`config.mk`:
```
export PLATFORM = sky130hd
export DESIGN_NAME = lphd_queue
export DESIGN_NICKNAME = d
export VERILOG_FILES = /design/src/sv/lphd_pkg.sv /design/src/sv/lphd_queue.sv
export SDC_FILE = /design/constraint.sdc
export NUM_CORES = 1
export LEC_CHECK = 0
export ABC_AREA = 1
export BUFFER_PORTS_ARGS = -buffer_cell sky130_fd_sc_hd__buf_2
export CAP_MARGIN = 10
export CORE_MARGIN = 2
export CORE_UTILIZATION = 36
export CTS_CLUSTER_DIAMETER = 80
export DETAILED_ROUTE_END_ITERATION = 7
export PLACE_DENSITY = 0.63
export SLEW_MARGIN = 20
export SYNTH_ARGS = -nofsm -noshare
export SYNTH_HDL_FRONTEND = slang
export SYNTH_SLANG_ARGS = --single-unit
export TNS_END_PERCENT = 5
```
`constraint.sdc`:
```
create_clock -name clk_i -period 8.8 [get_ports clk_i]
set_clock_uncertainty 0.1 [all_clocks]
set_input_delay 2.2 -clock clk_i [delete_from_list [all_inputs] [get_ports clk_i]]
set_output_delay 2.2 -clock clk_i [all_outputs]
set_load 0.05 [all_outputs]
```
`src/sv/lphd_pkg.sv`:
```
// Shared constants, codes and types of the linear probing dictionary.
package lphd_pkg;

  localparam int unsigned CAPACITY_DEF   = 256;
  localparam int unsigned VALUE_BITS_DEF = 64;
  localparam int unsigned MAX_SIZE       = 511;
  localparam int unsigned SIZE_W         = 9;
  localparam int unsigned KEY_W          = 32;
  localparam int unsigned VALUE_W        = 64;
  localparam int unsigned HASH_W         = 16;
  localparam int unsigned APB_DATA_W     = 32;
  localparam int unsigned APB_ADDR_W     = 4;
  localparam int unsigned QUEUE_DEPTH    = 2;
  // Front register, queue entries, back engine and output register.
  localparam int unsigned MAX_INFLIGHT   = QUEUE_DEPTH + 3;

  localparam logic [KEY_W-1:0]  MIX_SEED  = 32'h876A_E319;
  localparam logic [HASH_W-1:0] FOLD_MASK = 16'hFFFF;
  localparam logic [HASH_W-1:0] MUL_A     = 16'd251;
  localparam logic [HASH_W-1:0] MUL_B     = 16'd65521;
  localparam logic [HASH_W-1:0] MUL_C     = 16'd4099;

  localparam logic [SIZE_W-1:0] TABLE_SIZE_RST = 9'd256;

  typedef enum logic {
    ACT_PUT = 1'b0,
    ACT_GET = 1'b1
  } action_e;

  typedef enum logic [1:0] {
    ST_OK      = 2'd0,
    ST_ACCESS  = 2'd1,
    ST_FULL    = 2'd2,
    ST_MISSING = 2'd3
  } status_e;

  typedef enum logic [1:0] {
    REG_TABLE_SIZE    = 2'd0,
    REG_WRITE_ALLOWED = 2'd1,
    REG_READ_ALLOWED  = 2'd2
  } reg_idx_e;

  // Configuration as seen by the front end.
  typedef struct packed {
    logic [SIZE_W-1:0] size;
    logic              write_allowed;
    logic              read_allowed;
  } cfg_t;

  // One classified item travelling from the front end to the back end.
  typedef struct packed {
    action_e            action;
    logic               refused;
    logic [KEY_W-1:0]   key;
    logic [VALUE_W-1:0] value;
    logic [SIZE_W-1:0]  home;
  } qent_t;

endpackage

```
`src/sv/lphd_queue.sv`:
```
// Short queue of classified items between the front end and the back end.
module lphd_queue (
  input  logic            clk_i,
  input  logic            rst_ni,
  input  logic            push_valid_i,
  output logic            push_ready_o,
  input  lphd_pkg::qent_t push_data_i,
  output logic            pop_valid_o,
  input  logic            pop_ready_i,
  output lphd_pkg::qent_t pop_data_o
);

  localparam int unsigned DEPTH = lphd_pkg::QUEUE_DEPTH;
  localparam int unsigned PTR_W = (DEPTH > 1) ? $clog2(DEPTH) : 1;
  localparam int unsigned CNT_W = $clog2(DEPTH + 1);
  localparam logic [PTR_W-1:0] LAST = PTR_W'(DEPTH - 1);

  lphd_pkg::qent_t  entries_q [DEPTH];
  logic [PTR_W-1:0] wr_ptr_q;
  logic [PTR_W-1:0] rd_ptr_q;
  logic [CNT_W-1:0] count_q;
  logic             do_push;
  logic             do_pop;

  assign push_ready_o = (count_q != CNT_W'(DEPTH));
  assign pop_valid_o  = (count_q != '0);
  assign pop_data_o   = entries_q[rd_ptr_q];
  assign do_push      = push_valid_i && push_ready_o;
  assign do_pop       = pop_valid_o && pop_ready_i;

  // Pointers and fill level.
  always_ff @(posedge clk_i or negedge rst_ni) begin
    if (!rst_ni) begin
      wr_ptr_q <= '0;
      rd_ptr_q <= '0;
      count_q  <= '0;
    end else begin
      if (do_push) begin
        wr_ptr_q <= (wr_ptr_q == LAST) ? '0 : wr_ptr_q + PTR_W'(1);
      end
      if (do_pop) begin
        rd_ptr_q <= (rd_ptr_q == LAST) ? '0 : rd_ptr_q + PTR_W'(1);
      end
      if (do_push && !do_pop) begin
        count_q <= count_q + CNT_W'(1);
      end else if (do_pop && !do_push) begin
        count_q <= count_q - CNT_W'(1);
      end
    end
  end

  // Entry storage.
  always_ff @(posedge clk_i) begin
    if (do_push) begin
      entries_q[wr_ptr_q] <= push_data_i;
    end
  end

endmodule

```
# ---- Yosys cells after proc, flatten, opt, wreduce, memory -nomap -nowiden
# Memories as Yosys holds them, arrays and structs flattened.
# Index checks and enable logic that the tools add are counted.
# Widths: inputs -> output; s select.
dict set report op_classes {
  div 0
  n_eq_ne 1
  n_bitwise 0
  n_mux 6
  n_addsub 4
  reduce_logical 8
  order_cmp 0
  shift 0
  n_mul 0
}
# op count
set ops {}
lappend ops {{$logic_and 1x1->1} 4}
lappend ops {{$mux 1} 4}
lappend ops {{$mux 2} 2}
lappend ops {{$reduce_bool 2->1} 2}
lappend ops {{$add 1x1->1 const B} 2}
lappend ops {{$add 2x1->2 const B} 1}
lappend ops {{$logic_not 1->1} 2}
lappend ops {{$ne 2x2->1 const B} 1}
lappend ops {{$sub 2x1->2 const B} 1}
dict set report totals {
  mem_count 1
  word_cells 23
  input_bits 111
  output_inout_bits 109
  ramBits 214
  mem_bits_ro 0
  latch_bits 0
  regBits 4
}
# memory depth width rd rd_ports_with_merged_regs wr line
set mem_list {}
lappend mem_list {entries_q 2 107 1 0 1 lphd_queue.sv:18} ;# lphd_pkg::qent_t entries_q [DEPTH];

# ---- Longest topological paths before layout
dict set report logic_depth {
  depth_word 6
  ltp_mapped 10
  mapped_depth_nobuf 10
}

# ---- Worst setup path before layout
# No wires, ideal clock.
dict set report synth_timing {
  path_type {in2reg}
  startpoint {input push_valid_i}
  endpoint {memory entries_q[0][0] (netlist name) (enable)}
  n_path_buf 0
  setup_slack_ns 1.335
  t_required_ns 8.126
  t_arrival_ns 6.791
  path_stages 2
  setup_ns 0.574
  cell_sequence {nand2_1 nor2_1}
}
dict set report synth_between {
  elab_chain_len 3
}
# element line
set synth_rtl {}
lappend synth_rtl {{start: declaration} lphd_queue.sv:5} ;# input logic push_valid_i,
lappend synth_rtl {{$logic_and 1x1->1} lphd_queue.sv:28} ;# assign do_push = push_valid_i && push_ready_o;
lappend synth_rtl {{$mux 1} lphd_queue.sv:54} ;# if (do_push) begin
lappend synth_rtl {{$mux 1 (not written as such)} lphd_queue.sv:55} ;# entries_q[wr_ptr_q] <= push_data_i;
lappend synth_rtl {{end: declaration} lphd_queue.sv:18}
# Every way passes these cells.

==> reports/metrics.csv <==
stage;metric;value;unit
setup_path;crit_path_start_kind;flip-flop;
finish;syn2layout_area_growth;25.4;%
place;gp_congestion;0.750;
timing;slew_headroom;0.474;
global_routing;grt_pass1_vias;4834;
timing;clock.fmax;190;MHz
drt;vias;4948;
floorplanning;fp.dieH;153;um
setup_path;r2r_slack;6.14;ns
logic_synthesis;synth_cell_type_count;14;
timing;rsz0062_at_grt;no;
place;hpwl;10.3;mm
setup_path;startpoint;rd_ptr_q$_DFFE_PN0P_;
setup_path;crit_path_max_fanout;58;
drt;drt_iter0_markers;229;
clock_tree;numCtsBuffers;23;
worst_hold_path;hold_class;flip-flop to flip-flop;
logic_synthesis;synth_top_family_by_area;simple AND/OR/NAND/NOR gates;
logic_synthesis;synth-compound-area-share;0;
logic_synthesis;synth_seq_cells;218;
timing;hold_viol;0;
drt;wl;16.5;mm
drt;dr.pass1.iters;4;
floorplanning;io_pins;220;
outcome;status;finished clean;
floorplanning;coreArea;21800;um^2
logic_synthesis;synth-adder-area-share;0.00156;
setup_path;cp-endpoint;pop_data_o[49];
setup_path;arrival;2.95;ns
timing;timing.final.crit_share;0.597;
drt;wl_per_cell;14.8;um
timing;tns;0;ns
global_routing;antenna_found_initial;4;
run;maxCapViolCount;0;
logic_synthesis;synthCells;587;
clock_tree;cts-root-buf;clkbuf_16;
setup_path;cp-end-kind;output pin;
logic_synthesis;synth_seq_area_share;0.816;
worst_hold_path;min_from;count_q[0]$_DFFE_PN0P_;
finish;nFillCells;1996;
floorplanning;initial_core_util;0.366;
logic_synthesis;yosysWarningCount;0;
clock_tree;cts_tree;done;
logic_synthesis;synth_top_area_frac;0.804;
logic_synthesis;synth.area.top_cells;edfxtp_1 (80%), nand2_1 (16%), dfrtp_1 (1.3%);
finish;fin_nets;926;
timing;drv_slew;0;
global_routing;grt_overflow;0;
floorplanning;rows;54;
place;portBuffers;219;
clock_tree;cts_max_level;1;
timing;fin_crit;5.25;ns
timing;finalSetupViolCount;0;
logic_synthesis;synthSimpleGateAreaFrac;0.158;
logic_synthesis;synthMuxAreaShare;0;
clock_tree;path_clk_slew;0.06;ns
clock_tree;holdBufCountCts;0;
logic_synthesis;syn_area_per_cell;13.6;um^2
setup_path;r2r_end;entries_q[1][40]$_DFFE_PP_;
global_routing;grt_max_degree;59;
drt;final_antenna_net_count;0;
global_routing;grt_usage;0.135;
floorplanning;dieArea;23400;um^2
logic_synthesis;syn_area;8000;um^2
setup_path;cp_data_required_time;6.50;ns
timing;worst_pin_slew;0.788;ns
logic_synthesis;yosys.area.top_type;edfxtp_1;
logic_synthesis;synth_xor_area_frac;0.00219;
drt;viasPerCell;4.45;
clock_tree;cts_sinks;218;
clock_tree;cts_buffer_depth;3;
global_routing;grt_pass1_wl;25.2;mm
setup_path;critical_path_class;flip-flop to output pin;
setup_path;reg2reg_from;count_q[0]$_DFFE_PN0P_;
clock_tree;cts.repair.resized;0;
floorplanning;fp.dieW;153;um
clock_tree;cts_setup_buffers;0;
drt;drc;0;
clock_tree;insertion_delay;0.49;ns
setup_path;rr_worst_depth;6;
finish;drive_above_1_share;0.313;
logic_synthesis;synthesis.nets;699;
## sequential cells by signal, indices dropped and copies added, names as in the netlist
register / cells
rd_ptr_q: 1
count_q: 2
entries_q: 214
wr_ptr_q: 1
## how the worst min path moves through the flow
stage | cells after the start | to
global placement | 2 | count_q[1]$_DFFE_PN0P_
detailed placement | 2 | count_q[1]$_DFFE_PN0P_
finish | 1 | count_q[0]$_DFFE_PN0P_
global route | 1 | count_q[0]$_DFFE_PN0P_
floorplan | 2 | count_q[1]$_DFFE_PN0P_
CTS | 1 | count_q[0]$_DFFE_PN0P_
## cell families after synthesis
| kind of cell | after synthesis |
|---|---|
| buf+inv | 30 |
| flops | 218 |
| simple gates | 336 |
| fa+ha+maj | 1 |
| xor+xnor | 2 |
## layout make-up
| class | instances | area [um^2] | share of cell area |
|---|---|---|---|
| Sequential cell | 218 | 6530 | 0.651 |
| Timing Repair Buffer | 225 | 1140 | 0.114 |
| Clock buffer | 30 | 622 | 0.0620 |
| Multi-Input combinational cell | 339 | 1310 | 0.131 |
| Clock inverter | 9 | 40.0 | 0.00399 |
| Antenna cell | 3 | 7.51 | 0.000748 |
| Tap cell | 280 | 350 | 0.0349 |
| Inverter | 7 | 28.8 | 0.00287 |
## layer usage
metal,share of wire,global-route usage
met5,0.00079,0
met2,0.46,0.217
met4,0.021,0.0384
met3,0.11,0.0615
met1,0.41,0.166
## Yosys cell counts (all sizes together)
library cell / n
nand2: 331
edfxtp: 214
buf: 23
inv: 7
dfrtp: 4
nand3: 2
nor2: 2
ha: 1
nand4: 1
xnor2: 1
xor2: 1
## layout by cell type (no fill, tap or decap), drive strengths merged
cell	count
nand2	331
buf	225
edfxtp	214
clkbuf	30
clkinv	9
inv	7
dfrtp	4
diode	3
nor2	2
nand3	2
xnor2	1
xor2	1
nand4	1
ha	1
## metrics by stage
| step | instance area [um^2] | setup WS (ns) | utilization | std cells | hold slack [ns] |
|---|---|---|---|---|---|
| 3_5_place_dp | 9360 | 3.98 | 0.429 | 1069 | 0.397 |
| 5_1_grt | 10000 | 3.28 | 0.459 | 1108 | 0.449 |
| 6_report | 10000 | 3.55 | 0.460 | 1111 | 0.410 |
| 2_1_floorplan | 8000 | 1.33 | - | 587 | 0.362 |
| 3_3_place_gp | 9360 | 4.00 | 0.429 | 1069 | 0.391 |
| 4_1_cts | 10000 | 3.44 | 0.459 | 1108 | 0.413 |
## worst max-delay path, stage by stage (launching register included)
cell and delay [ns]:
dfrtp_4 0.73, inv_4 0.54, buf_4 0.62, nand2_1 0.12, nand2_1 0.10, buf_2 0.26
Power is not shown: default switching activity piles up to over one toggle a cycle in this logic, so the estimate is an artifact.
