`src/sv/lphd_pkg.sv`:
```
// Shared constants, codes and types of the linear probing dictionary.
package lphd_pkg;

  localparam int unsigned CAPACITY_DEF   = 256;
  localparam int unsigned VALUE_BITS_DEF = 64;
  localparam int unsigned MAX_SIZE       = 511;
  localparam int unsigned SIZE_W         = 9;
  localparam int unsigned KEY_W          = 32;
  localparam int unsigned VALUE_W        = 64;
  localparam int unsigned HASH_W         = 16;
  localparam int unsigned APB_DATA_W     = 32;
  localparam int unsigned APB_ADDR_W     = 4;
  localparam int unsigned QUEUE_DEPTH    = 2;
  // Front register, queue entries, back engine and output register.
  localparam int unsigned MAX_INFLIGHT   = QUEUE_DEPTH + 3;

  localparam logic [KEY_W-1:0]  MIX_SEED  = 32'h876A_E319;
  localparam logic [HASH_W-1:0] FOLD_MASK = 16'hFFFF;
  localparam logic [HASH_W-1:0] MUL_A     = 16'd251;
  localparam logic [HASH_W-1:0] MUL_B     = 16'd65521;
  localparam logic [HASH_W-1:0] MUL_C     = 16'd4099;

  localparam logic [SIZE_W-1:0] TABLE_SIZE_RST = 9'd256;

  typedef enum logic {
    ACT_PUT = 1'b0,
    ACT_GET = 1'b1
  } action_e;

  typedef enum logic [1:0] {
    ST_OK      = 2'd0,
    ST_ACCESS  = 2'd1,
    ST_FULL    = 2'd2,
    ST_MISSING = 2'd3
  } status_e;

  typedef enum logic [1:0] {
    REG_TABLE_SIZE    = 2'd0,
    REG_WRITE_ALLOWED = 2'd1,
    REG_READ_ALLOWED  = 2'd2
  } reg_idx_e;

  // Configuration as seen by the front end.
  typedef struct packed {
    logic [SIZE_W-1:0] size;
    logic              write_allowed;
    logic              read_allowed;
  } cfg_t;

  // One classified item travelling from the front end to the back end.
  typedef struct packed {
    action_e            action;
    logic               refused;
    logic [KEY_W-1:0]   key;
    logic [VALUE_W-1:0] value;
    logic [SIZE_W-1:0]  home;
  } qent_t;

endpackage

```
`src/sv/lphd_if.sv`:
```
// Request and response channel interfaces of the dictionary.
interface lphd_in_if;
  logic                        valid;
  logic                        ready;
  logic                        action;
  logic [lphd_pkg::KEY_W-1:0]   key;
  logic [lphd_pkg::VALUE_W-1:0] value_in;

  modport source (output valid, action, key, value_in, input ready);
  modport sink (input valid, action, key, value_in, output ready);
  modport monitor (input valid, ready, action, key, value_in);
endinterface


```
`src/sv/lphd_front.sv`:
```
// Front end: accepts items, checks access rights, hashes the key and reduces it to a home slot.
module lphd_front (
  input  logic            clk_i,
  input  logic            rst_ni,
  input  lphd_pkg::cfg_t  cfg_i,
  lphd_in_if.sink         req_i,
  output logic            push_valid_o,
  input  logic            push_ready_i,
  output lphd_pkg::qent_t push_data_o
);

  localparam int unsigned HALF_W = lphd_pkg::HASH_W / 2;

  typedef enum logic [2:0] {
    F_IDLE,
    F_MUL1,
    F_MUL2,
    F_MUL3,
    F_MOD_HI,
    F_MOD_LO,
    F_PUSH
  } fstate_e;

  fstate_e                       state_q;
  lphd_pkg::qent_t               ent_q;
  logic [lphd_pkg::HASH_W-1:0]   r_q;
  logic                          accept;
  logic                          refused_in;

  // Fold the high half of a word onto its low half.
  function automatic logic [lphd_pkg::HASH_W-1:0] fold16(
    input logic [2*lphd_pkg::HASH_W-1:0] w
  );
    return w[2*lphd_pkg::HASH_W-1:lphd_pkg::HASH_W] ^
           (w[lphd_pkg::HASH_W-1:0] & lphd_pkg::FOLD_MASK);
  endfunction

  // One mixing round: r ^= r * m, then fold.
  function automatic logic [lphd_pkg::HASH_W-1:0] mix_round(
    input logic [lphd_pkg::HASH_W-1:0] r,
    input logic [lphd_pkg::HASH_W-1:0] m
  );
    logic [2*lphd_pkg::HASH_W-1:0] p;
    p = (2*lphd_pkg::HASH_W)'(r) * (2*lphd_pkg::HASH_W)'(m);
    return fold16(p ^ (2*lphd_pkg::HASH_W)'(r));
  endfunction

  // Eight restoring remainder steps, one dividend bit each.
  function automatic logic [lphd_pkg::SIZE_W-1:0] mod_half(
    input logic [lphd_pkg::SIZE_W-1:0] rem,
    input logic [HALF_W-1:0]           bits,
    input logic [lphd_pkg::SIZE_W-1:0] d
  );
    logic [lphd_pkg::SIZE_W:0]   t;
    logic [lphd_pkg::SIZE_W-1:0] acc;
    acc = rem;
    for (int i = HALF_W - 1; i >= 0; i--) begin
      t = {acc, bits[i]};
      if (t >= {1'b0, d}) begin
        t = t - {1'b0, d};
      end
      acc = t[lphd_pkg::SIZE_W-1:0];
    end
    return acc;
  endfunction

  // A new item is taken when idle or while the finished one leaves for the queue.
  assign req_i.ready  = (state_q == F_IDLE) || ((state_q == F_PUSH) && push_ready_i);
  assign accept       = req_i.valid && req_i.ready;
  assign refused_in   = (lphd_pkg::action_e'(req_i.action) == lphd_pkg::ACT_PUT) ?
                        !cfg_i.write_allowed : !cfg_i.read_allowed;
  assign push_valid_o = (state_q == F_PUSH);
  assign push_data_o  = ent_q;

  // Hash and modulo sequencer.
  always_ff @(posedge clk_i or negedge rst_ni) begin
    if (!rst_ni) begin
      state_q <= F_IDLE;
    end else begin
      case (state_q)
        F_IDLE, F_PUSH: begin
          if (accept) begin
            ent_q.action  <= lphd_pkg::action_e'(req_i.action);
            ent_q.refused <= refused_in;
            ent_q.key     <= req_i.key;
            ent_q.value   <= req_i.value_in;
            ent_q.home    <= '0;
            r_q           <= fold16(req_i.key ^ lphd_pkg::MIX_SEED);
            state_q       <= refused_in ? F_PUSH : F_MUL1;
          end else if ((state_q == F_PUSH) && push_ready_i) begin
            state_q <= F_IDLE;
          end
        end
        F_MUL1: begin
          r_q     <= mix_round(r_q, lphd_pkg::MUL_A);
          state_q <= F_MUL2;
        end
        F_MUL2: begin
          r_q     <= mix_round(r_q, lphd_pkg::MUL_B);
          state_q <= F_MUL3;
        end
        F_MUL3: begin
          r_q     <= mix_round(r_q, lphd_pkg::MUL_C);
          state_q <= F_MOD_HI;
        end
        F_MOD_HI: begin
          ent_q.home <= mod_half('0, r_q[lphd_pkg::HASH_W-1:HALF_W], cfg_i.size);
          state_q    <= F_MOD_LO;
        end
        F_MOD_LO: begin
          ent_q.home <= mod_half(ent_q.home, r_q[HALF_W-1:0], cfg_i.size);
          state_q    <= F_PUSH;
        end
        default: begin
          state_q <= F_IDLE;
        end
      endcase
    end
  end

endmodule

```
`src/flat_wrapper.sv`:
```
// flat-port wrapper written by rule: the top's interface ports become plain ports
module lphd_front_flat 
  (clk_i, rst_ni, cfg_i, push_valid_o, push_ready_i, push_data_o, req_i_valid, req_i_action, req_i_key, req_i_value_in, req_i_ready);
  lphd_in_if req_i_i ();
  input  logic clk_i;
  input  logic rst_ni;
  input  lphd_pkg::cfg_t cfg_i;
  output logic push_valid_o;
  input  logic push_ready_i;
  output lphd_pkg::qent_t push_data_o;
  input wire logic [$bits(req_i_i.valid)-1:0] req_i_valid;
  input wire logic [$bits(req_i_i.action)-1:0] req_i_action;
  input wire logic [$bits(req_i_i.key)-1:0] req_i_key;
  input wire logic [$bits(req_i_i.value_in)-1:0] req_i_value_in;
  output wire logic [$bits(req_i_i.ready)-1:0] req_i_ready;
  assign req_i_i.valid = req_i_valid;
  assign req_i_i.action = req_i_action;
  assign req_i_i.key = req_i_key;
  assign req_i_i.value_in = req_i_value_in;
  assign req_i_ready = req_i_i.ready;
  lphd_front u_core (.clk_i(clk_i), .rst_ni(rst_ni), .cfg_i(cfg_i), .req_i(req_i_i), .push_valid_o(push_valid_o), .push_ready_i(push_ready_i), .push_data_o(push_data_o));
endmodule
```
`config.mk`:
```
export PLATFORM = sky130hd
export DESIGN_NAME = lphd_front_flat
export DESIGN_NICKNAME = d
export VERILOG_FILES = /design/src/sv/lphd_pkg.sv /design/src/sv/lphd_if.sv /design/src/sv/lphd_front.sv /design/src/flat_wrapper.sv
export SDC_FILE = /design/constraint.sdc
export NUM_CORES = 1
export LEC_CHECK = 0
export ABC_CLOCK_PERIOD_IN_PS = 16910
export BUFFER_PORTS_ARGS = -buffer_cell sky130_fd_sc_hd__buf_2
export CORE_MARGIN = 2
export CORE_UTILIZATION = 50
export DETAILED_ROUTE_END_ITERATION = 7
export PLACE_DENSITY = 0.76
export SYNTH_ARGS = -nofsm -noshare
export SYNTH_HDL_FRONTEND = slang
export SYNTH_SLANG_ARGS = --single-unit
```
`constraint.sdc`:
```
create_clock -name clk_i -period 16.91 [get_ports clk_i]
set_input_delay 0.8455 -clock clk_i [delete_from_list [all_inputs] [get_ports clk_i]]
set_output_delay 0.8455 -clock clk_i [all_outputs]
set_load 0.05 [all_outputs]
```
Word level (Yosys, flattened, before mapping) --
Cells that the tools add are included.
Cells by class: add/subtract/negate cells 16, multiply operators 3, magnitude comparators 16, equality and inequality tests 8, mux-type cells 39, bitwise logic cells 8, reduce and logical (&&, ||, !) cells 12
Operators by type and width (number):
- $mux 9 | 31
- $ge 10x9->1 | 15
- $sub 9x9->9 | 15
- $pmux 16 s4 | 1
- $xor 16x16->16 | 4
- $mul 16x16->32 const B | 1
- $xor 32x16->32 | 1
- $mul 16x13->29 const B | 1
- $xor 29x16->29 | 1
- $pmux 9 s3 | 1
- $mul 16x8->24 const B | 1
- $xor 24x16->24 | 1
- $pmux 3 s6 | 1
- $mux 16 | 1
- $not 16->16 | 1
- $eq 3x3->1 const B | 3
- $ge 1x9->1 | 1
- $mux 3 | 3
- $reduce_and 3->1 | 3
- $sub 1x9->9 | 1
- $eq 3x2->1 const B | 2
- $reduce_bool 4->1 | 1
- $eq 3x1->1 const B | 1
- $logic_not 3->1 | 1
- 8 further kinds | 10
Storage, ports and cells: register bits after elaboration 126, input port bits 112, output and inout bits 109

Depth between registers and ports, before layout --
Gate-level depths: netlist of run 1.
depth in word-level cells 24, mapped depth 82, mapped depth without buffers 79

Worst setup path after synthesis of run 1 --
OpenSTA, ideal clock, no wires.
path kind input port to flip-flop, from input port cfg_i[3] in the netlist's numbering, to register u_core.ent_q (netlist bit u_core.push_data_o[0]) (data pin), library setup time 257 ps, arrival 18288 ps, setup slack -1634 ps, stages on the path 74, buffers on the path 3, path through inv_1 -> fa_1 -> a211oi_1 -> o21ai_1 -> a31oi_1 -> clkbuf_1 -> mux2_2 -> ha_1 -> nor2b_1 -> o21ai_0 -> a31oi_1 -> or3_1 -> nor2_1 -> o21ai_0 -> ha_1 -> a211oi_1 -> nor2_1 -> nor3_1 -> (+38 left out) -> nor2_1 -> nand2_1 -> o21bai_1 -> a221oi_1 -> nand3_1 -> a21oi_1 -> mux2_2 -> ha_1 -> nor2b_1 -> o21ai_0 -> nand2b_1 -> a221oi_1 -> o21ai_0 -> a21o_1 -> a211o_1 -> buf_2 -> mux2i_1 -> a32o_1
Between the ends: longest elaborated chain between the ends 24, elaborated cells between the ends (all ways) 61, those cells by class add/sub (14); order compare (16); mux (31)
Ends and longest elaborated chain:
- start: declaration | RTL line flat_wrapper.sv:7 | input lphd_pkg::cfg_t cfg_i;
- $sub 9x9->9, or another cell as far along | RTL line lphd_front.sv:60 | t = t - {1'b0, d};
- $mux 9 | RTL line lphd_front.sv:59 | if (t >= {1'b0, d}) begin
- $mux 9 | RTL line lphd_front.sv:80 | case (state_q)
- $sub 9x9->9 or $ge 10x9->1 (tied branches) | RTL line lphd_front.sv:60, lphd_front.sv:59
- $mux 9 | RTL line lphd_front.sv:59
- $mux 9 | RTL line lphd_front.sv:80
- $sub 9x9->9 or $ge 10x9->1 (tied branches) | RTL line lphd_front.sv:60, lphd_front.sv:59
- $mux 9 | RTL line lphd_front.sv:59
- (+8 left out)
- $mux 9 | RTL line lphd_front.sv:59
- $mux 9 | RTL line lphd_front.sv:80
- $sub 9x9->9 or $ge 10x9->1 (tied branches) | RTL line lphd_front.sv:60, lphd_front.sv:59
- $mux 9 | RTL line lphd_front.sv:59
- $mux 9 | RTL line lphd_front.sv:80
- $ge 10x9->1 | RTL line lphd_front.sv:59
- $mux 9 | RTL line lphd_front.sv:59
- $pmux 9 s3 (*) | RTL line lphd_front.sv:80
- end: declaration | RTL line lphd_front.sv:25 | lphd_pkg::qent_t ent_q;
Mark *: on every way between the ends. The rest lies on a longest branch, timed or not. The select of a mux whose other input is x is not followed. A chain may end at the register's enable or synchronous reset.

Final worst setup path of run 1 --
from input port cfg_i[2] in the netlist's numbering, to register u_core.ent_q (netlist bit u_core.push_data_o[7]) (data pin)
Between the ends: longest elaborated chain between the ends 24, elaborated cells between the ends (all ways) 63, those cells by class add/sub (16); order compare (16); mux (31)
Ends and longest elaborated chain (RTL line):
- $sub 9x9->9, or another cell as far along | lphd_front.sv:60
- $mux 9 | lphd_front.sv:59
- $mux 9 | lphd_front.sv:80
- $sub 9x9->9 or $ge 10x9->1 (tied branches) | lphd_front.sv:60, lphd_front.sv:59
- $mux 9 | lphd_front.sv:59
- $mux 9 | lphd_front.sv:80
- $sub 9x9->9 or $ge 10x9->1 (tied branches) | lphd_front.sv:60, lphd_front.sv:59
- $mux 9 | lphd_front.sv:59
- (+8 left out)
- $mux 9 | lphd_front.sv:59
- $mux 9 | lphd_front.sv:80
- $sub 9x9->9 or $ge 10x9->1 (tied branches) | lphd_front.sv:60, lphd_front.sv:59
- $mux 9 | lphd_front.sv:59
- $mux 9 | lphd_front.sv:80
- $sub 9x9->9 or $ge 10x9->1 (tied branches) | lphd_front.sv:60, lphd_front.sv:59
- $mux 9 | lphd_front.sv:59
- $pmux 9 s3 (*) | lphd_front.sv:80
Marked as above.

==> results of run 1 <==
## metrics by stage
step	setup WS (ns)	utilization, %	hold slack, ns	cells	area [µm²]
after floorplan	0.00836	-	0.550	2118	20800
after global placement	0.0549	57.0	0.668	2955	23300
after detailed placement	-0.452	57.0	0.673	2955	23300
after CTS	0.0207	58.6	0.213	2989	23900
after global routing	-0.242	60.0	0.219	3012	24500
final	0.483	60.0	0.228	3013	24500
## metal layers
metal | up-vias | share of wire (%) | wire (µm)
met5 | - | 0 | 0
met4 | 0 | 4.3 | 2870
li1 | 8267 | - | -
met3 | 163 | 9.3 | 6140
met1 | 8710 | 41 | 27300
met2 | 930 | 45 | 30100
## Yosys cell counts, types with 6 or more instances
| master | count | share of area [%] |
|---|---|---|
| sky130_fd_sc_hd__a211oi_1 | 25 | 0.91 |
| sky130_fd_sc_hd__a21boi_0 | 12 | 0.44 |
| sky130_fd_sc_hd__a21o_1 | 73 | 2.7 |
| sky130_fd_sc_hd__a21oi_1 | 106 | 2.6 |
| sky130_fd_sc_hd__a221o_1 | 9 | 0.44 |
| sky130_fd_sc_hd__a22oi_1 | 8 | 0.29 |
| sky130_fd_sc_hd__a31oi_1 | 22 | 0.67 |
| sky130_fd_sc_hd__and2_1 | 13 | 0.39 |
| sky130_fd_sc_hd__and3_1 | 10 | 0.30 |
| sky130_fd_sc_hd__clkbuf_1 | 20 | 0.36 |
| sky130_fd_sc_hd__edfxtp_1 | 123 | 18 |
| sky130_fd_sc_hd__fa_1 | 179 | 17 |
| sky130_fd_sc_hd__ha_1 | 323 | 20 |
| sky130_fd_sc_hd__inv_1 | 245 | 4.5 |
| sky130_fd_sc_hd__mux2_2 | 36 | 2.0 |
| sky130_fd_sc_hd__mux2i_1 | 29 | 1.4 |
| sky130_fd_sc_hd__nand2_1 | 99 | 1.8 |
| sky130_fd_sc_hd__nand2b_1 | 30 | 0.91 |
| sky130_fd_sc_hd__nand3_1 | 33 | 0.80 |
| sky130_fd_sc_hd__nand3b_1 | 6 | 0.22 |
| sky130_fd_sc_hd__nand4_1 | 33 | 1.0 |
| sky130_fd_sc_hd__nor2_1 | 105 | 1.9 |
| sky130_fd_sc_hd__nor2b_1 | 39 | 1.2 |
| sky130_fd_sc_hd__nor3_1 | 34 | 0.82 |
| sky130_fd_sc_hd__nor3b_1 | 7 | 0.25 |
| sky130_fd_sc_hd__o2111ai_1 | 7 | 0.30 |
| sky130_fd_sc_hd__o211ai_1 | 9 | 0.33 |
| sky130_fd_sc_hd__o21a_1 | 11 | 0.40 |
| sky130_fd_sc_hd__o21ai_0 | 99 | 2.4 |
| sky130_fd_sc_hd__o21bai_1 | 8 | 0.29 |
| sky130_fd_sc_hd__o22ai_1 | 13 | 0.39 |
| sky130_fd_sc_hd__o31ai_1 | 8 | 0.29 |
| sky130_fd_sc_hd__or2_2 | 9 | 0.27 |
| sky130_fd_sc_hd__or3_1 | 6 | 0.18 |
| sky130_fd_sc_hd__xnor2_1 | 177 | 7.5 |
| sky130_fd_sc_hd__xor2_1 | 59 | 2.5 |
## what timing repair did
action	4_1_cts	5_1_grt
setup endpoints to repair	5	9
buffers inserted	2	22
gates resized for setup	4	93
pin swaps	1	32
## worst reg2reg max path, delay by kind of cell (launching register included)
kind                     cells  cell delay, ns
multiplexers                 7            2.24
flip-flops                   1            0.44
AO/OA/AOI/OAI               31            6.48
buffers and inverters        9            1.27
AND/OR/NAND/NOR             20            3.09
adder cells (fa/ha/maj)      9            2.75
## state kept, by name (all words and copies together), names as in the netlist
name	count
u_core.push_data_o	107
u_core.r_q	16
u_core.state_q	3
## layout make-up
cell class                 instances  area (µm²)  area share (%)
antenna                            2        5.00          0.0204
timing repair buffer             354        2120            8.64
clock inverter                    15         169           0.689
tap                              532         666            2.72
multi-input combinational       1722       16400            67.1
sequential                       126        3770            15.4
inverter                         245         923            3.77
clock buffer                      17         425            1.74
## path summary, 6_finish.rpt
path                                    startpoint                      to  slack [ns]  cells past startpoint
worst max-delay path                      cfg_i[2]   u_core.push_data_o[7]        0.48                     76
worst min-delay path                        rst_ni       u_core.state_q[2]        0.23                      1
worst max register to register       u_core.r_q[7]   u_core.push_data_o[7]        0.52                     76
worst min register to register   u_core.state_q[1]       u_core.state_q[2]        0.80                      1
max in group asynchronous                   rst_ni       u_core.state_q[1]       16.53                      1
min in group clk_i              req_i_value_in[48]  u_core.push_data_o[57]        0.58                      1
## cell usage in the layout (no fill, tap or decap), types with 8 or more instances in the layout
master / netlist / routed
sky130_fd_sc_hd__nand4_1: 33 / 33
sky130_fd_sc_hd__a21oi_2: 0 / 9
sky130_fd_sc_hd__a211oi_2: 0 / 12
sky130_fd_sc_hd__a21o_1: 73 / 73
sky130_fd_sc_hd__ha_1: 323 / 315
sky130_fd_sc_hd__a22oi_1: 8 / 8
sky130_fd_sc_hd__nor2_1: 105 / 97
sky130_fd_sc_hd__edfxtp_1: 123 / 123
sky130_fd_sc_hd__o21ai_1: 1 / 10
sky130_fd_sc_hd__a221o_1: 9 / 9
sky130_fd_sc_hd__and2_1: 13 / 11
sky130_fd_sc_hd__or2_2: 9 / 9
sky130_fd_sc_hd__and3_1: 10 / 9
sky130_fd_sc_hd__clkbuf_16: 0 / 17
sky130_fd_sc_hd__o21ai_0: 99 / 86
sky130_fd_sc_hd__a21oi_1: 106 / 96
sky130_fd_sc_hd__o21bai_1: 8 / 8
sky130_fd_sc_hd__a31oi_1: 22 / 20
sky130_fd_sc_hd__nor3_1: 34 / 28
sky130_fd_sc_hd__xor2_1: 59 / 59
sky130_fd_sc_hd__nor2b_1: 39 / 39
sky130_fd_sc_hd__nand2b_1: 30 / 30
sky130_fd_sc_hd__fa_1: 179 / 176
sky130_fd_sc_hd__o211ai_1: 9 / 9
sky130_fd_sc_hd__xnor2_1: 177 / 176
sky130_fd_sc_hd__buf_4: 0 / 131
sky130_fd_sc_hd__nand2_1: 99 / 97
sky130_fd_sc_hd__a21boi_0: 12 / 12
sky130_fd_sc_hd__a211oi_1: 25 / 13
sky130_fd_sc_hd__mux2i_1: 29 / 16
sky130_fd_sc_hd__o22ai_1: 13 / 13
sky130_fd_sc_hd__buf_2: 3 / 220
sky130_fd_sc_hd__nand3_1: 33 / 32
sky130_fd_sc_hd__o21a_1: 11 / 11
sky130_fd_sc_hd__mux2_2: 36 / 32
sky130_fd_sc_hd__mux2i_4: 0 / 8
sky130_fd_sc_hd__inv_1: 245 / 243
## kinds of logic after synthesis
family | count (synthesis) | synth area share [%]
fa+ha+maj | 502 | 36.9
xor+xnor | 236 | 10.0
mux | 70 | 3.69
simple gates | 449 | 11.2
compound gates | 465 | 15.0
buf+inv | 270 | 5.00
flops | 126 | 18.2
==> reports/results.md, run 1 <==
- **outcome** completed
- **average routed wire per standard cell** 22.0 µm
- **number of top-level pins** 221
- **sort of element at the end of the critical path** register
- **worst clock skew** 0.0150 ns
- **Critical Path Source Type** input pin
- **fraction of met1 tracks used by global routing** 40.6%
- **gp weighted congestion** 0.974
- **fraction of registers with async set/reset** 2.38%
- **Post-Syn Area per Cell** 9.75 µm²
- **number of DRC markers after the initial detailed-route iteration** 1586
- **detailed-placement wirelength estimate** 53800 µm
- **Cells after Synth** 2118
- **Mapped Nets** 2732
- **sequential element share of the synthesized area** 18.2%
- **final routed wirelength across all metal layers** 66300 µm
- **clock slew at reported path FFs** 0.06 ns
- **Final TNS setup** 0 ns
- **vias per cell** 6.00
- **number of remaining DRC errors** 0
- **CTS sink cnt** 126
- **number of global-route vias before repair** 18100
- **post-synthesis cell area** 0.0207 mm²
- **number of failing setup endpoints in the final timing report** 0
- **Hold Fails Final Rpt** 0
- **via total after detailed routing** 18100
- **number of H-tree levels** 4
- **worst min-delay path category** input pin to asynchronous set/reset pin
- **leading register cell type out of synthesis** sky130_fd_sc_hd__edfxtp_1
- **TritonCTS clock tree** built
- **Max Freq** 60.9 MHz
- **global route total overflow** 0
- **ratio of final minimum period to clock period** 97.1%
- **Filler Cell Count** 3392
- **met3 Usage GRT** 5.72%
- **worst-case headroom to the max-slew limit** 34.6%
- **number of enable flip-flop cells after synthesis** 123
- **buffer and inverter count on the worst path** 9
- **die span in x** 207 µm
- **overall die area** 0.0430 mm²
- **Std-Cell Rows** 74
- **wire length of the first global-routing pass** 102000 µm
- **master of the slowest instance on the critical path** sky130_fd_sc_hd__fa_1
- **number of hold-repair buffers added at the cts stage** 0
- **actual slew at the worst max-slew pin** 0.977 ns
- **met2 routing resource usage after global routing** 48.3%
- **count of distinct cell types in the synthesized netlist** 87
- **router iterations before antenna repair** 6
- **# port buffers** 220
- **starting utilization of the core area** 50.6%
- **proportion of layout cells with a drive suffix above 1** 21.8%
- **Max stage delay on crit path** 0.43 ns
- **Core Region** 0.0408 mm²
- **Period minus WS final** 16.43 ns
- **clock tree root driver cell** sky130_fd_sc_hd__clkbuf_16
- **clock latency at the later pin of the worst-skew pair** 0.44 ns
- **busiest grt layer** met2
- **Crit Path Category** input pin to register
- **remaining antenna violation count** 0
- **number of buffers on the longest clock path** 2
- **Crit Path Max Fanout** 8
- **CP Data Required Time** 17.18 ns
- **Vert. Die Dim** 207 µm
- **post-synthesis sequential element count** 126
- **largest net degree at the start of global routing** 65
- **GR Util All Layers** 30.4%
- **final slew viol count** 0
- **cell type group with the largest total delay on the critical path** compound AO/OA/AOI/OAI gates
- **fin nets** 3080
- **Yosys warning total** 0
- **Layout area overhead** 18.6%
- **number of buffers created by CTS** 17
- **arrival time of the worst setup path** 16.70 ns
- **antenna violations before repair** 2
- **max-capacitance violation count** 0
Power of run 1 is left out: the tool's default activity adds up to more than one toggle a clock period on the data nets, which glitch-free logic cannot reach.
==> inputs of run 2 (changes only) <==
Settings changed: BUFFER_PORTS_ARGS -buffer_cell sky130_fd_sc_hd__buf_2 to unset, DONT_BUFFER_PORTS set to 1, PLACE_DENSITY 0.76 to 0.72, REMOVE_ABC_BUFFERS set to 1.
==> run 2 against run 1 <==
Compared with the run above:
- clock-buffer cell count grew 2
- maximum frequency grew 1.4%
- first-iteration DRC count grew 2.0%
==> reports/results.md, run 2 (synthesis results as in run 1) <==
- **outcome** completed
- **number of top-level pins** 221, unchanged
- **number of buffers created by CTS** 17, unchanged
- **clock tree root driver cell** sky130_fd_sc_hd__clkbuf_16
- **global route total overflow** 0, unchanged
- **beginning of the critical path** u_core.r_q[7]
- **capture point of the worst path** u_core.push_data_o[7]
- **master of the slowest instance on the critical path** sky130_fd_sc_hd__fa_1
- **arrival time of the worst setup path** 16.48 ns, -0.22 ns
- **router iterations before antenna repair** 6, unchanged
- **Max stage delay on crit path** 0.43 ns, about the same
- **die span in x** 207 µm, unchanged
- **CTS sink cnt** 126, unchanged
- **Placed Cells** 2876, -2.7%
- **number of DRC markers after the initial detailed-route iteration** 1618, +2.0%
- **reg2reg path depth** 86, +13%
- **overall die area** 0.0430 mm², unchanged
- **Vert. Die Dim** 207 µm, unchanged
- **worst slack after detailed placement** -0.631 ns, -0.179 ns
- **Crit Path Max Fanout** 7, -1
- **most common cell after layout, fill and taps aside** sky130_fd_sc_hd__ha_1
- **antenna violations before repair** 0, -2
- **sort of element at the end of the critical path** register
- **average routed wire per standard cell** 22.3 µm, +1.5%
- **count of antenna diodes in the layout** 0, -2
- **buffer and inverter count on the worst path** 17, +8
- **GR Util All Layers** 30.0%, -0.42 points
- **cell type group with the largest total delay on the critical path** compound AO/OA/AOI/OAI gates
- **Std-Cell Rows** 74, unchanged
- **wire length of the first global-routing pass** 100000 µm, -1.5%
- **Core Region** 0.0408 mm², unchanged
- **final slew viol count** 0, unchanged
- **TritonCTS clock tree** built
- **# port buffers** 0, -100%
- **max-capacitance violation count** 0, unchanged
- **worst clock skew** 0.00743 ns, -0.00761 ns
- **fin nets** 2986, -3.1%
- **detailed-placement wirelength estimate** 53200 µm, -1.2%
- **clock slew at reported path FFs** 0.06 ns, about the same
- **remaining antenna violation count** 0, unchanged
- **number of remaining DRC errors** 0, unchanged
- **number of H-tree levels** 4, unchanged
- **CP Data Required Time** 17.18 ns, about the same
- **non-filler instance count after layout** 2917, -3.2%
- **vias per cell** 6.06, +0.98%
- **most used cells in the layout excluding fill and tap cells** sky130_fd_sc_hd__ha_1 (319), sky130_fd_sc_hd__buf_4 (257), sky130_fd_sc_hd__inv_1 (244)
- **largest net degree at the start of global routing** 82, +26%
- **starting utilization of the core area** 50.6%, unchanged
- **Hold Fails Final Rpt** 0, unchanged
- **max FFs per register** 107, unchanged
- **slack of the worst reg-to-reg path** 0.71 ns, +0.19 ns
- **number of hold-repair buffers added at the cts stage** 0, unchanged
- **Period minus WS final** 16.20 ns, -0.223 ns
- **Crit Path Category** register to register
- **gp weighted congestion** 1.03, +6.0%
- **core utilization of the finished layout** 59.3%, -0.74 points
- **via total after detailed routing** 17700, -2.2%
- **ratio of final minimum period to clock period** 95.8%, -1.3 points
- **worst setup margin** 0.705 ns, +0.222 ns
- **WHS** 0.106 ns, -0.122 ns
- **total stage count of the critical path** 86, +13%
- **Critical Path Source Type** register
- **worst min-delay path category** input pin to asynchronous set/reset pin
- **proportion of layout cells with a drive suffix above 1** 17.8%, -4.0 points
- **worst-case headroom to the max-slew limit** 30.3%, -4.3 points
- **final routed wirelength across all metal layers** 65200 µm, -1.7%
- **Layout area overhead** 17.2%
- **Max Freq** 61.7 MHz, +1.4%
- **actual slew at the worst max-slew pin** 1.05 ns, +0.0686 ns
- **reg-to-reg critical path startpoint** u_core.r_q[7]
- **clock latency at the later pin of the worst-skew pair** 0.43 ns, about the same
- **worst r2r dst** u_core.push_data_o[7]
- **number of failing setup endpoints in the final timing report** 0, unchanged
- **cell seen most often among critical-path stages** sky130_fd_sc_hd__buf_4
- **number of buffers on the longest clock path** 2, unchanged
- **number of global-route vias before repair** 17900, -1.3%
[run 2: cell types whose count changed in the layout (fill, tap and decap cells not counted), sizes merged]
cell      before  now
buf          354  260
bufinv         1    2
clkbuf        17   19
clkinv         1    9
clkinvlp       4    1
diode          2    0
inv          254  246
[run 2: area by class of cell]
| type | instances | area, µm² |
|---|---|---|
| clock buffer | 19 | 443 |
| clock inverter | 13 | 140 |
| fill | 3357 | 16600 |
| inverter | 245 | 920 |
| multi-input combinational | 1722 | 16300 |
| sequential | 126 | 3770 |
| tap | 532 | 666 |
| timing repair buffer | 260 | 1960 |
[run 2: worst min-delay path by stage]
| stage | slack, ns | to |
|---|---|---|
| finish | 0.11 | u_core.state_q[0] |
| global route | 0.09 | u_core.state_q[1] |
| CTS | 0.09 | u_core.state_q[1] |
| detailed placement | 0.55 | u_core.state_q[2] |
| global placement | 0.55 | u_core.state_q[0] |
| floorplan | 0.55 | u_core.state_q[0] |
[run 2: per-stage QoR]
stage | cell area (µm²) | setup TNS, ns
6_report | 24200 | 0
3_5_place_dp | 23100 | -5.30
3_3_place_gp | 23100 | -0.0632
4_1_cts | 23700 | 0
2_1_floorplan | 20500 | -13.21
5_1_grt | 24200 | -1.82
[run 2: layer usage]
metal | vias up | wire (µm) | track usage (%)
li1 | 8062 | - | -
met1 | 8699 | 27500 | 40.9
met2 | 753 | 29500 | 47.8
met3 | 151 | 5850 | 6.34
met4 | 0 | 2300 | 9.56
met5 | - | 0 | 0
[run 2: repair_timing]
action | CTS | global route
setup endpoints to repair | 9 | 9
buffers inserted | 1 | 8
pin swaps | 1 | 24
gates resized for setup | 9 | 92
Power of run 2 is left out for the same reason.
==> inputs of run 3 (changes only) <==
Settings changed: ABC_CLOCK_PERIOD_IN_PS 16910 to 15600, CORE_UTILIZATION 50 to 30, PLACE_DENSITY 0.72 to 0.48.
Clock period 16.91 ns to 15.6 ns, I/O delays scaled along.
==> run 3 against run 2 <==
Compared with the run above:
- via count rose by 2.3%
- setup slack got worse by 0.48 ns
- non-clock buffer count rose by 214
- critical path depth fell by 6
- highest routed layer is now met5
==> reports/results.md, run 3 (synthesis results as in run 1) <==
- **antenna violations before repair** 7, +7
- **Post-Layout Inst Area** 0.0272 mm², +12%
- **number of hold-repair buffers added at the cts stage** 0, unchanged
- **master of the slowest instance on the critical path** sky130_fd_sc_hd__edfxtp_1
- **GR Util All Layers** 21.0%, -9.0 points
- **worst clock skew** 0.0145 ns, +0.00711 ns
- **arrival time of the worst setup path** 15.54 ns, -0.94 ns
- **Std-Cell Rows** 96, +30%
- **number of H-tree levels** 4, unchanged
- **overall die area** 0.0710 mm², +65%
- **slack of the worst reg-to-reg path** 0.23 ns, -0.48 ns
- **ratio of final minimum period to clock period** 98.5%, +2.7 points
- **clock tree root driver cell** sky130_fd_sc_hd__clkbuf_16
- **Critical Path Source Type** register
- **number of top-level pins** 221, unchanged
- **Hold Fails Final Rpt** 0, unchanged
- **Vert. Die Dim** 266 µm, +29%
- **Layout area overhead** 31.7%
- **worst-case headroom to the max-slew limit** 26.8%, -3.5 points
- **Placed Cells** 3389, +18%
- **number of remaining DRC errors** 0, unchanged
- **most used cells in the layout excluding fill and tap cells** sky130_fd_sc_hd__buf_4 (456), sky130_fd_sc_hd__ha_1 (290), sky130_fd_sc_hd__inv_1 (240)
- **clock latency at the later pin of the worst-skew pair** 0.43 ns, about the same
- **cell seen most often among critical-path stages** sky130_fd_sc_hd__buf_4
- **wire length of the first global-routing pass** 114000 µm, +13%
- **clock slew at reported path FFs** 0.06 ns, about the same
- **TritonCTS clock tree** built
- **core utilization of the finished layout** 39.8%, -19 points
- **proportion of layout cells with a drive suffix above 1** 28.2%, +10 points
- **global route total overflow** 0, unchanged
- **Crit Path Category** register to register
- **die span in x** 266 µm, +29%
- **most common cell after layout, fill and taps aside** sky130_fd_sc_hd__buf_4
- **remaining antenna violation count** 0, unchanged
- **CP Data Required Time** 15.77 ns, -1.41 ns
- **starting utilization of the core area** 30.2%, -20 points
- **Core Region** 0.0683 mm², +67%
- **CTS sink cnt** 126, unchanged
- **final routed wirelength across all metal layers** 74700 µm, +15%
- **Max Freq** 65.1 MHz, +5.4%
- **vias per cell** 5.18, -14%
- **largest net degree at the start of global routing** 87, +6.1%
- **router iterations before antenna repair** 5, -1
- **detailed-placement wirelength estimate** 61000 µm, +15%
- **actual slew at the worst max-slew pin** 1.10 ns, +0.0526 ns
- **gp weighted congestion** 0.987, -4.3%
- **outcome** completed
- **max FFs per register** 107, unchanged
- **Crit Path Max Fanout** 6, -1
- **number of DRC markers after the initial detailed-route iteration** 1299, -20%
- **final slew viol count** 0, unchanged
- **max-capacitance violation count** 0, unchanged
- **via total after detailed routing** 18100, +2.3%
- **non-filler instance count after layout** 3486, +20%
- **sort of element at the end of the critical path** register
- **number of global-route vias before repair** 19000, +6.2%
- **number of buffers created by CTS** 17, unchanged
- **worst min-delay path category** input pin to asynchronous set/reset pin
- **Max stage delay on crit path** 0.47 ns, +0.04 ns
- **# port buffers** 0, unchanged
- **number of failing setup endpoints in the final timing report** 0, unchanged
- **post-placement cell area** 0.0248 mm², +7.2%
- **RSZ-0062 raised after global routing** yes
- **average routed wire per standard cell** 21.4 µm, -4.1%
- **Period minus WS final** 15.37 ns, -0.832 ns
- **number of buffers on the longest clock path** 2, unchanged
- **fin nets** 3200, +7.2%
- **Final TNS setup** 0 ns, unchanged
==> run 3: critical path, delay by kind of cell (launching register included) <==
family | cells | cell delay, ns
compound gates | 26 | 4.95
fa+ha+maj | 9 | 2.68
mux | 9 | 2.68
buf+inv | 18 | 2.14
simple gates | 17 | 1.93
flops | 1 | 0.47
xor+xnor | 1 | 0.24
==> run 3: cell type report <==
cell class | instances | area [µm²]
sequential | 126 | 3770
tap | 882 | 1100
clock inverter | 14 | 229
inverter | 245 | 920
multi-input combinational | 1722 | 17100
clock buffer | 18 | 429
timing repair buffer | 474 | 3630
antenna | 5 | 12.5
fill | 6710 | 41100
==> run 3: timing repair <==
item,in CTS,in global routing
setup endpoints to repair,9,9
pin swaps,63,88
resized for setup,149,116
setup buffers,33,29
==> run 3: per-stage QoR <==
step / setup slack (ns) / hold WS [ns]
global placement: -1.20 / 0.485
floorplan: -2.82 / 0.484
global route: -0.486 / 0.0341
CTS: -0.0144 / 0.0406
finish: 0.227 / 0.0503
detailed placement: -1.77 / 0.485
==> run 3: worst paths after layout <==
kind | from | depth (start not counted) | endpoint
min in group clk_i | req_i_value_in[15] | 0 | u_core.push_data_o[24]
setup reg to reg | u_core.r_q[7] | 80 | u_core.push_data_o[8]
max in group asynchronous | rst_ni | 0 | u_core.state_q[0]
setup / recovery | u_core.r_q[7] | 80 | u_core.push_data_o[8]
hold / removal | rst_ni | 0 | u_core.state_q[1]
hold reg to reg | u_core.state_q[2] | 2 | u_core.state_q[1]
==> run 3: routing by layer <==
metal	wire length, µm	track usage, %	vias to the layer above
li1	-	-	8511
met1	32400	27.8	9001
met2	36100	36.2	458
met3	4540	3.17	92
met4	1550	4.16	6
met5	45	0	-
Power of run 3 is left out for the same reason.
